$ cat src/rtl/bba_pkg.sv
// Shared types, constants and helpers of the buddy block allocator.
package bba_pkg;

    localparam int LEAF_COUNT  = 256;
    localparam int MAX_ORDER   = 24;
    localparam int LEAF_LOG2   = $clog2(LEAF_COUNT);
    localparam int UNIT_W      = LEAF_LOG2;
    localparam int UCNT_W      = LEAF_LOG2 + 1;
    localparam int ORD_W       = 5;
    localparam int ADDR_W      = 24;
    localparam int SIZE_W      = 32;
    localparam int STATUS_W    = 2;
    localparam int CFG_INDEX_W = 1;
    localparam int CFG_DATA_W  = 5;

    localparam logic [STATUS_W-1:0] STATUS_OK         = 2'd0;
    localparam logic [STATUS_W-1:0] STATUS_NO_SPACE   = 2'd1;
    localparam logic [STATUS_W-1:0] STATUS_FREE_REJECT = 2'd2;

    localparam logic ACT_ALLOC = 1'b0;
    localparam logic ACT_FREE  = 1'b1;

    localparam logic [CFG_INDEX_W-1:0] REG_TOTAL_ORDER = 1'd0;
    localparam logic [CFG_INDEX_W-1:0] REG_MIN_ORDER   = 1'd1;

    typedef struct packed {
        logic [ORD_W-1:0] order;
        logic             start;
        logic             alloc;
    } entry_t;

    localparam int ENTRY_W = $bits(entry_t);

    typedef struct packed {
        logic [ORD_W-1:0] eff_top;
        logic [ORD_W-1:0] eff_min;
    } cfg_t;

    // Smallest r with 2^r >= size, for size >= 1.
    function automatic logic [5:0] ceil_log2(input logic [SIZE_W-1:0] size);
        logic [SIZE_W-1:0] v;
        logic [5:0]        r;
        v = size - SIZE_W'(1);
        r = '0;
        for (int i = 0; i < SIZE_W; i++) begin
            if (v[i]) begin
                r = 6'(i + 1);
            end
        end
        return r;
    endfunction

endpackage

$ cat src/rtl/buddy_block_allocator.sv
// Top level of the buddy block allocator: config registers, block table, sequencer.
//
//  channel  dir  handshake         payload
//  s_       in   s_valid/s_ready   s_action, s_request_size, s_block_address
//  m_       out  m_valid/m_ready   m_status, m_granted_address, m_granted_order
//  cfg_     in   cfg_we            cfg_index, cfg_data
//
// Allocate scans units = 2^(T-M) entries, read one per cycle from the single read port
// of the table RAM, then splits; a zero or too large size is answered without a scan.
// Free rejects a bad address, or an entry not a live block start, else merges buddies.
// After reset and after every config write the table is cleared; s_ready stays low
// meanwhile. A new request is taken while a result waits on m_.
module buddy_block_allocator (
    input  logic                               aclk,
    input  logic                               aresetn,
    input  logic                               cfg_we,
    input  logic [bba_pkg::CFG_INDEX_W-1:0]    cfg_index,
    input  logic [bba_pkg::CFG_DATA_W-1:0]     cfg_data,
    input  logic                               s_valid,
    output logic                               s_ready,
    input  logic                               s_action,
    input  logic [bba_pkg::SIZE_W-1:0]         s_request_size,
    input  logic [bba_pkg::ADDR_W-1:0]         s_block_address,
    output logic                               m_valid,
    input  logic                               m_ready,
    output logic [bba_pkg::STATUS_W-1:0]       m_status,
    output logic [bba_pkg::ADDR_W-1:0]         m_granted_address,
    output logic [bba_pkg::ORD_W-1:0]          m_granted_order
);

    logic [bba_pkg::ORD_W-1:0] total_reg, total_next;
    logic [bba_pkg::ORD_W-1:0] min_reg, min_next;
    logic [bba_pkg::ORD_W-1:0] t_eff, m_eff;
    bba_pkg::cfg_t             cfg;
    logic                      restart;

    logic                        ram_we;
    logic [bba_pkg::UNIT_W-1:0]  ram_waddr, ram_raddr;
    bba_pkg::entry_t             ram_wdata, ram_rdata;
    logic [bba_pkg::ENTRY_W-1:0] ram_rbits;

    always_comb begin
        total_next = total_reg;
        min_next   = min_reg;
        restart    = 1'b0;
        if (cfg_we) begin
            case (cfg_index)
                bba_pkg::REG_TOTAL_ORDER: begin
                    total_next = cfg_data;
                    restart    = 1'b1;
                end
                bba_pkg::REG_MIN_ORDER: begin
                    min_next = cfg_data;
                    restart  = 1'b1;
                end
                default: begin
                    restart = 1'b0;
                end
            endcase
        end
    end

    always_ff @(posedge aclk) begin
        if (!aresetn) begin
            total_reg <= bba_pkg::ORD_W'(8);
            min_reg   <= bba_pkg::ORD_W'(2);
        end else begin
            total_reg <= total_next;
            min_reg   <= min_next;
        end
    end

    // raise the floor so the heap fits in the table, cap at the top order
    always_comb begin
        t_eff = (total_reg > bba_pkg::ORD_W'(bba_pkg::MAX_ORDER)) ?
                bba_pkg::ORD_W'(bba_pkg::MAX_ORDER) : total_reg;
        m_eff = min_reg;
        if (t_eff > bba_pkg::ORD_W'(bba_pkg::LEAF_LOG2) &&
            m_eff < t_eff - bba_pkg::ORD_W'(bba_pkg::LEAF_LOG2)) begin
            m_eff = t_eff - bba_pkg::ORD_W'(bba_pkg::LEAF_LOG2);
        end
        if (m_eff > t_eff) begin
            m_eff = t_eff;
        end
    end

    assign cfg.eff_top = t_eff;
    assign cfg.eff_min = m_eff;
    assign ram_rdata   = bba_pkg::entry_t'(ram_rbits);

    bba_ram #(
        .WIDTH(bba_pkg::ENTRY_W),
        .DEPTH(bba_pkg::LEAF_COUNT)
    ) u_table (
        .aclk  (aclk),
        .we    (ram_we),
        .waddr (ram_waddr),
        .wdata (ram_wdata),
        .raddr (ram_raddr),
        .rdata (ram_rbits)
    );

    bba_engine u_engine (
        .aclk              (aclk),
        .aresetn           (aresetn),
        .cfg               (cfg),
        .restart           (restart),
        .s_valid           (s_valid),
        .s_ready           (s_ready),
        .s_action          (s_action),
        .s_request_size    (s_request_size),
        .s_block_address   (s_block_address),
        .m_valid           (m_valid),
        .m_ready           (m_ready),
        .m_status          (m_status),
        .m_granted_address (m_granted_address),
        .m_granted_order   (m_granted_order),
        .ram_we            (ram_we),
        .ram_waddr         (ram_waddr),
        .ram_wdata         (ram_wdata),
        .ram_raddr         (ram_raddr),
        .ram_rdata         (ram_rdata)
    );

endmodule

$ cat src/rtl/bba_ram.sv
// Generic single-write, single-read RAM with registered read data.
module bba_ram #(
    parameter int WIDTH = 8,
    parameter int DEPTH = 256
) (
    input  logic                     aclk,
    input  logic                     we,
    input  logic [$clog2(DEPTH)-1:0] waddr,
    input  logic [WIDTH-1:0]         wdata,
    input  logic [$clog2(DEPTH)-1:0] raddr,
    output logic [WIDTH-1:0]         rdata
);

    logic [WIDTH-1:0] mem [DEPTH];

    always_ff @(posedge aclk) begin
        if (we) begin
            mem[waddr] <= wdata;
        end
        rdata <= mem[raddr];
    end

endmodule

$ cat src/rtl/bba_engine.sv
// Sequencer: table clear, allocate scan and split, free check and merge.
module bba_engine (
    input  logic                            aclk,
    input  logic                            aresetn,
    input  bba_pkg::cfg_t                   cfg,
    input  logic                            restart,
    input  logic                            s_valid,
    output logic                            s_ready,
    input  logic                            s_action,
    input  logic [bba_pkg::SIZE_W-1:0]      s_request_size,
    input  logic [bba_pkg::ADDR_W-1:0]      s_block_address,
    output logic                            m_valid,
    input  logic                            m_ready,
    output logic [bba_pkg::STATUS_W-1:0]    m_status,
    output logic [bba_pkg::ADDR_W-1:0]      m_granted_address,
    output logic [bba_pkg::ORD_W-1:0]       m_granted_order,
    output logic                            ram_we,
    output logic [bba_pkg::UNIT_W-1:0]      ram_waddr,
    output bba_pkg::entry_t                 ram_wdata,
    output logic [bba_pkg::UNIT_W-1:0]      ram_raddr,
    input  bba_pkg::entry_t                 ram_rdata
);

    typedef enum logic [10:0] {
        ST_CLEAR   = 11'b00000000001,
        ST_IDLE    = 11'b00000000010,
        ST_PREP    = 11'b00000000100,
        ST_A_SCAN  = 11'b00000001000,
        ST_A_SPLIT = 11'b00000010000,
        ST_A_FINAL = 11'b00000100000,
        ST_F_CHECK = 11'b00001000000,
        ST_M_READ  = 11'b00010000000,
        ST_M_CHECK = 11'b00100000000,
        ST_M_WLO   = 11'b01000000000,
        ST_DONE    = 11'b10000000000
    } state_t;

    state_t state_reg, state_next;
    logic [bba_pkg::UNIT_W-1:0]   clr_reg, clr_next;
    logic                         act_reg, act_next;
    logic [5:0]                   req_reg, req_next;
    logic                         zero_reg, zero_next;
    logic [bba_pkg::ADDR_W-1:0]   addr_reg, addr_next;
    logic [bba_pkg::UCNT_W-1:0]   scan_reg, scan_next;
    logic                         pend_reg, pend_next;
    logic [bba_pkg::UNIT_W-1:0]   pend_u_reg, pend_u_next;
    logic                         found_reg, found_next;
    logic [bba_pkg::UNIT_W-1:0]   u_reg, u_next;
    logic [bba_pkg::ORD_W-1:0]    ord_reg, ord_next;
    logic [bba_pkg::STATUS_W-1:0] res_st_reg, res_st_next;
    logic [bba_pkg::ADDR_W-1:0]   res_addr_reg, res_addr_next;
    logic [bba_pkg::ORD_W-1:0]    res_ord_reg, res_ord_next;
    logic                         m_valid_reg, m_valid_next;
    logic [bba_pkg::STATUS_W-1:0] m_st_reg, m_st_next;
    logic [bba_pkg::ADDR_W-1:0]   m_addr_reg, m_addr_next;
    logic [bba_pkg::ORD_W-1:0]    m_ord_reg, m_ord_next;

    logic [bba_pkg::ORD_W-1:0]  tt, mm, o_dec, span;
    logic [bba_pkg::UCNT_W-1:0] units;
    logic [bba_pkg::UNIT_W-1:0] half_off, bud_bit, bud;
    logic [bba_pkg::ADDR_W-1:0] mask;
    logic [5:0]                 r_raw;
    logic                       accept;

    assign tt     = cfg.eff_top;
    assign mm     = cfg.eff_min;
    assign units  = bba_pkg::UCNT_W'(1) << (tt - mm);
    assign o_dec  = ord_reg - bba_pkg::ORD_W'(1);
    assign span   = ord_reg - mm;
    assign half_off = bba_pkg::UNIT_W'(bba_pkg::UCNT_W'(1) << (o_dec - mm));
    assign bud_bit  = bba_pkg::UNIT_W'(bba_pkg::UCNT_W'(1) << span);
    assign bud    = u_reg ^ bud_bit;
    assign mask   = ~({bba_pkg::ADDR_W{1'b1}} << mm);
    assign r_raw  = bba_pkg::ceil_log2(s_request_size);
    assign s_ready = (state_reg == ST_IDLE);
    assign accept  = s_valid && s_ready;

    always_comb begin
        state_next    = state_reg;
        clr_next      = clr_reg;
        act_next      = act_reg;
        req_next      = req_reg;
        zero_next     = zero_reg;
        addr_next     = addr_reg;
        scan_next     = scan_reg;
        pend_next     = pend_reg;
        pend_u_next   = pend_u_reg;
        found_next    = found_reg;
        u_next        = u_reg;
        ord_next      = ord_reg;
        res_st_next   = res_st_reg;
        res_addr_next = res_addr_reg;
        res_ord_next  = res_ord_reg;
        m_valid_next  = m_valid_reg && !m_ready;
        m_st_next     = m_st_reg;
        m_addr_next   = m_addr_reg;
        m_ord_next    = m_ord_reg;
        ram_we        = 1'b0;
        ram_waddr     = u_reg;
        ram_wdata     = '0;
        ram_raddr     = u_reg;

        case (state_reg)
            ST_CLEAR: begin
                ram_we    = 1'b1;
                ram_waddr = clr_reg;
                if (clr_reg == '0) begin
                    ram_wdata = '{order: tt, start: 1'b1, alloc: 1'b0};
                end
                clr_next = clr_reg + bba_pkg::UNIT_W'(1);
                if (clr_reg == {bba_pkg::UNIT_W{1'b1}}) begin
                    state_next = ST_IDLE;
                end
            end
            ST_IDLE: begin
                if (accept) begin
                    act_next   = s_action;
                    zero_next  = (s_request_size == '0);
                    req_next   = (r_raw < 6'(mm)) ? 6'(mm) : r_raw;
                    addr_next  = s_block_address;
                    state_next = ST_PREP;
                end
            end
            ST_PREP: begin
                res_addr_next = '0;
                res_ord_next  = '0;
                if (act_reg == bba_pkg::ACT_ALLOC) begin
                    if (zero_reg || req_reg > 6'(tt)) begin
                        res_st_next = bba_pkg::STATUS_NO_SPACE;
                        state_next  = ST_DONE;
                    end else begin
                        scan_next  = '0;
                        pend_next  = 1'b0;
                        found_next = 1'b0;
                        state_next = ST_A_SCAN;
                    end
                end else begin
                    if (((addr_reg >> tt) != '0) || ((addr_reg & mask) != '0)) begin
                        res_st_next = bba_pkg::STATUS_FREE_REJECT;
                        state_next  = ST_DONE;
                    end else begin
                        u_next     = bba_pkg::UNIT_W'(addr_reg >> mm);
                        ram_raddr  = bba_pkg::UNIT_W'(addr_reg >> mm);
                        state_next = ST_F_CHECK;
                    end
                end
            end
            ST_A_SCAN: begin
                if (scan_reg < units) begin
                    ram_raddr   = bba_pkg::UNIT_W'(scan_reg);
                    pend_u_next = bba_pkg::UNIT_W'(scan_reg);
                    pend_next   = 1'b1;
                    scan_next   = scan_reg + bba_pkg::UCNT_W'(1);
                end else begin
                    pend_next = 1'b0;
                end
                // keep the smallest fitting order, first address on ties
                if (pend_reg && ram_rdata.start && !ram_rdata.alloc &&
                    6'(ram_rdata.order) >= req_reg &&
                    (!found_reg || ram_rdata.order < ord_reg)) begin
                    found_next = 1'b1;
                    u_next     = pend_u_reg;
                    ord_next   = ram_rdata.order;
                end
                if (scan_reg == units && !pend_reg) begin
                    if (!found_reg) begin
                        res_st_next = bba_pkg::STATUS_NO_SPACE;
                        state_next  = ST_DONE;
                    end else if (6'(ord_reg) > req_reg) begin
                        state_next = ST_A_SPLIT;
                    end else begin
                        state_next = ST_A_FINAL;
                    end
                end
            end
            ST_A_SPLIT: begin
                ram_we    = 1'b1;
                ram_waddr = u_reg + half_off;
                ram_wdata = '{order: o_dec, start: 1'b1, alloc: 1'b0};
                ord_next  = o_dec;
                if (6'(o_dec) == req_reg) begin
                    state_next = ST_A_FINAL;
                end
            end
            ST_A_FINAL: begin
                ram_we        = 1'b1;
                ram_waddr     = u_reg;
                ram_wdata     = '{order: bba_pkg::ORD_W'(req_reg), start: 1'b1, alloc: 1'b1};
                res_st_next   = bba_pkg::STATUS_OK;
                res_addr_next = bba_pkg::ADDR_W'(bba_pkg::ADDR_W'(u_reg) << mm);
                res_ord_next  = bba_pkg::ORD_W'(req_reg);
                state_next    = ST_DONE;
            end
            ST_F_CHECK: begin
                if (!(ram_rdata.start && ram_rdata.alloc)) begin
                    res_st_next = bba_pkg::STATUS_FREE_REJECT;
                    state_next  = ST_DONE;
                end else begin
                    ram_we      = 1'b1;
                    ram_waddr   = u_reg;
                    ram_wdata   = '{order: ram_rdata.order, start: 1'b1, alloc: 1'b0};
                    ord_next    = ram_rdata.order;
                    res_st_next = bba_pkg::STATUS_OK;
                    state_next  = ST_M_READ;
                end
            end
            ST_M_READ: begin
                if (ord_reg < tt && ord_reg >= mm) begin
                    ram_raddr  = bud;
                    state_next = ST_M_CHECK;
                end else begin
                    state_next = ST_DONE;
                end
            end
            ST_M_CHECK: begin
                if (ram_rdata.start && !ram_rdata.alloc && ram_rdata.order == ord_reg) begin
                    // drop the upper half, grow the lower one next
                    ram_we     = 1'b1;
                    ram_waddr  = (bud > u_reg) ? bud : u_reg;
                    u_next     = (bud < u_reg) ? bud : u_reg;
                    state_next = ST_M_WLO;
                end else begin
                    state_next = ST_DONE;
                end
            end
            ST_M_WLO: begin
                ram_we     = 1'b1;
                ram_waddr  = u_reg;
                ram_wdata  = '{order: ord_reg + bba_pkg::ORD_W'(1), start: 1'b1, alloc: 1'b0};
                ord_next   = ord_reg + bba_pkg::ORD_W'(1);
                state_next = ST_M_READ;
            end
            ST_DONE: begin
                if (!m_valid_reg || m_ready) begin
                    m_valid_next = 1'b1;
                    m_st_next    = res_st_reg;
                    m_addr_next  = res_addr_reg;
                    m_ord_next   = res_ord_reg;
                    state_next   = ST_IDLE;
                end
            end
            default: begin
                state_next = ST_CLEAR;
            end
        endcase

        if (restart) begin
            state_next = ST_CLEAR;
            clr_next   = '0;
        end
    end

    always_ff @(posedge aclk) begin
        if (!aresetn) begin
            state_reg   <= ST_CLEAR;
            clr_reg     <= '0;
            m_valid_reg <= 1'b0;
        end else begin
            state_reg   <= state_next;
            clr_reg     <= clr_next;
            m_valid_reg <= m_valid_next;
        end
        act_reg      <= act_next;
        req_reg      <= req_next;
        zero_reg     <= zero_next;
        addr_reg     <= addr_next;
        scan_reg     <= scan_next;
        pend_reg     <= pend_next;
        pend_u_reg   <= pend_u_next;
        found_reg    <= found_next;
        u_reg        <= u_next;
        ord_reg      <= ord_next;
        res_st_reg   <= res_st_next;
        res_addr_reg <= res_addr_next;
        res_ord_reg  <= res_ord_next;
        m_st_reg     <= m_st_next;
        m_addr_reg   <= m_addr_next;
        m_ord_reg    <= m_ord_next;
    end

    assign m_valid           = m_valid_reg;
    assign m_status          = m_st_reg;
    assign m_granted_address = m_addr_reg;
    assign m_granted_order   = m_ord_reg;

    a_idle_no_write: assert property (@(posedge aclk) disable iff (!aresetn)
        (state_reg == ST_IDLE) |-> !ram_we)
        else $error("table written while idle");

    a_accept_prep: assert property (@(posedge aclk) disable iff (!aresetn)
        (accept && !restart) |=> (state_reg == ST_PREP))
        else $error("accepted request not started");

    a_split_above: assert property (@(posedge aclk) disable iff (!aresetn)
        (state_reg == ST_A_SPLIT) |-> (6'(ord_reg) > req_reg))
        else $error("split below requested order");

    a_final_order: assert property (@(posedge aclk) disable iff (!aresetn)
        (state_reg == ST_A_FINAL) |-> (6'(ord_reg) == req_reg))
        else $error("grant order mismatch");

endmodule
$ cat config.mk
export PLATFORM = sky130hd
export DESIGN_NAME = buddy_block_allocator
export DESIGN_NICKNAME = d
export VERILOG_FILES = /design/src/rtl/bba_pkg.sv /design/src/rtl/buddy_block_allocator.sv /design/src/rtl/bba_ram.sv /design/src/rtl/bba_engine.sv
export SDC_FILE = /design/constraint.sdc
export NUM_CORES = 2
export LEC_CHECK = 0
export ABC_AREA = 1
export ABC_CLOCK_PERIOD_IN_PS = 25100
export BUFFER_PORTS_ARGS = -buffer_cell sky130_fd_sc_hd__buf_4
export CAP_MARGIN = 10
export CORE_AREA = 2 2 513 515
export CTS_BUF_LIST = sky130_fd_sc_hd__clkbuf_4
export DETAILED_ROUTE_END_ITERATION = 10
export DIE_AREA = 0 0 515 517
export HOLD_SLACK_MARGIN = 0.05
export PLACE_DENSITY = 0.5
export SLEW_MARGIN = 40
export SYNTH_ARGS = -nofsm -noshare
export SYNTH_HDL_FRONTEND = slang
export SYNTH_SLANG_ARGS = --single-unit
$ cat constraint.sdc
create_clock -name aclk -period 25.1 [get_ports aclk]
set_input_delay 1.255 -clock aclk [delete_from_list [all_inputs] [get_ports aclk]]
set_output_delay 1.255 -clock aclk [all_outputs]
set_load 0.01 [all_outputs]
==> metrics <==
status=complete, no violations; Setup TNS=0 ps; Static Leak=39.33 nW; CTS tree=done; Final Hold Vio Count=0; WP data required=26,420 ps; Syn Nets=~9,000; maximum VDD drop=about 0.050 mV; Setup WS post-layout=12,640 ps; CP Launch Type=flip-flop; commonest cells after routing, fill and taps aside=nand2_1 (2,021), edfxtp_1 (1,918), nand3_1 (1,672); max cap viols=0; Arrival @ worst endpoint=13,780 ps; highest clock rate=approximately 80 MHz; row count=188; Biggest register=u_table.mem; HP Class=in -> reg; Post-Syn Area per Cell=~10 µm²; Routed WL per cell=22.46 µm; total grt overflow=0; Die Span X=515 µm; max-slew violations=0; asr flop ratio synth=0; RSZ-0062 raised after global routing=false; Yosys cell types=63; initial antenna violation count=15; Critical Path Source=total_reg[3]; Core Region=261,100 µm²; Synth area leaders=edfxtp_1 (63%), nand3_1 (9.2%), nand2_1 (8.4%); Design Area, Final=101,900 µm²; initial detailed-routing violation count=about 6,400; PD cells=69.70 nW/µm²; number of synthesized flops with an enable pin=1,918; commonest non-fill, non-tap cell in the layout=nand2_1; FF-to-FF Start=total_reg[3]; ys flop type=edfxtp_1; Initial Util=0.3478; clock skew=around 100 ps; synth warn=0; worst-path fanout max=118; Clk Tree Root Cell=clkbuf_4; max FFs per register=1,792; Slew @ Worst Pin=just over 900 ps; first-pass GRT wire length=427.6 mm; Place WS=roughly 12,000 ps; number of remaining DRC errors=0; worst hold slack=around 210 ps; setup slack, reg-to-reg=12,640 ps; Yosys top cell by area=edfxtp_1; Area Overhead vs Synth=12.18%; Netlist Area Pre-Place=90,810 µm²; clk_lat worst skew=1380 ps; H-Tree Depth=6; CP dominant cell by count=nand2_1; Final ANT Viol Nets=0; routed vias=66,323; largest net degree at the start of global routing=141; Slew headroom=0.3763; RR Endpoint=u_table.rdata[4]; nets@finish=9,259; Seq/Total Area, Yosys=0.6424; Setup Viol. Count Final=0; Critical Setup Path Class=reg -> reg; CP peak stage delay=640 ps; CTS Sinks=1,955; gp weighted congestion=0.8713; FF-to-FF path depth=56; Max stage delay cell, worst path=nand2_8; end point of the critical path=u_table.rdata[4]; cell count after synthesis=8,809; cts repair resizes=0; routed vias/inst=5.146; vias in the first global route=65,545; TritonCTS Buffers=565; number of detailed-route iterations in the first pass=8; clock transition at the registers of the reported paths=60 ps; DP Area=94,650 µm²; Clock Path Buffers=4; WL final=between 200 and 300 mm; Die H=517 µm; top-area cell type share of the netlist area=0.6342; Period minus WS final=roughly 12,000 ps; CP endpoint kind=flip-flop; Final period util=0.4965; IO buf count=100; post-synthesis register bit count=1,955; detailed-placement wirelength estimate=about 170 mm; I/O pin count=101; layout cell share with drive strength beyond 1=0.1226; Total GRT Usage=0.2135; die area=approximately 270,000 µm²
## power breakdown
part / total, mW / switching [mW] / internal [mW]
registers: 3.61 / 0.00186 / 3.61
logic: 0.602 / 0.440 / 0.161
clock network: 2.89 / 1.35 / 1.54
total: 7.10 / 1.79 / 5.31
## synthesized netlist by cell type (all sizes together) (2+ instances only)
library cell  instances
a211oi                8
a21boi                2
a21oi                86
a221oi                4
a22oi                 6
a31oi                 5
and2                  3
and3                  6
buf                 330
clkbuf              183
clkinv                5
dfxtp                37
edfxtp             1918
fa                    4
ha                   80
inv                1027
nand2              2058
nand3              1679
nand3b              485
nand4                12
nor2                500
nor3                 34
nor3b                 4
nor4                 12
o2111ai               5
o211ai              116
o21a                  8
o21ai               110
o221ai                6
o22ai                 6
o31ai                 3
o32ai                 3
or2                  10
xnor2                15
xor2                 30
## layout make-up
type                       instances  area, µm²
fill                           25775     159200
sequential                      1955      58340
multi-input combinational       5309      26330
clock buffer                     806       6051
tap                             3420       4279
inverter                        1032       3904
timing repair buffer             244       2293
clock inverter                   112      651.9
antenna                           11      27.53
## per-layer routing
metal / share of wire / global-route usage / up-vias
met5: 0.00010 / 0 / -
met4: 0.031 / 0.07686 / 4
met3: 0.070 / 0.04295 / 520
met2: 0.47 / 0.3434 / 2423
met1: 0.43 / 0.2855 / 32373
li1: - / - / 31003
## cell families after synthesis
logic type	count (synthesis)	share of synthesized area
compound gates	376	0.02615
xor+xnor	45	0.004340
fa+ha+maj	84	0.01190
buf+inv	1545	0.07000
flops	1955	0.6424
mux	1	0.0001102
simple gates	4803	0.2451
## through the flow
step           power (mW)  cells  utilization
4_1_cts             7.171  12872       0.3892
3_5_place_dp        4.263  11927       0.3625
6_report            7.101  12889       0.3902
5_1_grt             7.412  12887       0.3902
2_1_floorplan       4.097   8809            -
3_3_place_gp        4.257  11921       0.3616
## critical path, delay by kind of cell, from the launching register on
kind	cells	cell delay, ps
and+or+nand+nor	32	5350
buffers and inverters	12	3780
adders and majority gates	5	1650
AOI/OAI and AO/OA	7	960
DFF	1	330
## worst min-delay path by stage
stage | start | end | slack, ps | cells after the start
6_report | cfg_data[4] | min_reg[4] | 210 | 3
5_1_grt | cfg_data[0] | min_reg[0] | 100 | 3
4_1_cts | cfg_data[4] | min_reg[4] | 50 | 3
3_5_place_dp | u_engine.res_addr_reg[18] | u_engine.m_granted_address[18] | 400 | 0
3_3_place_gp | u_engine.res_ord_reg[2] | u_engine.m_granted_order[2] | 410 | 0
2_1_floorplan | u_engine.res_addr_reg[0] | u_engine.m_granted_address[0] | 400 | 0
## timing repair
action	4_1_cts	5_1_grt
setup buffers	0	0
hold buffers	27	0
hold endpoints to repair	27	0
No activity file was read; power rests on OpenSTA's default activity.
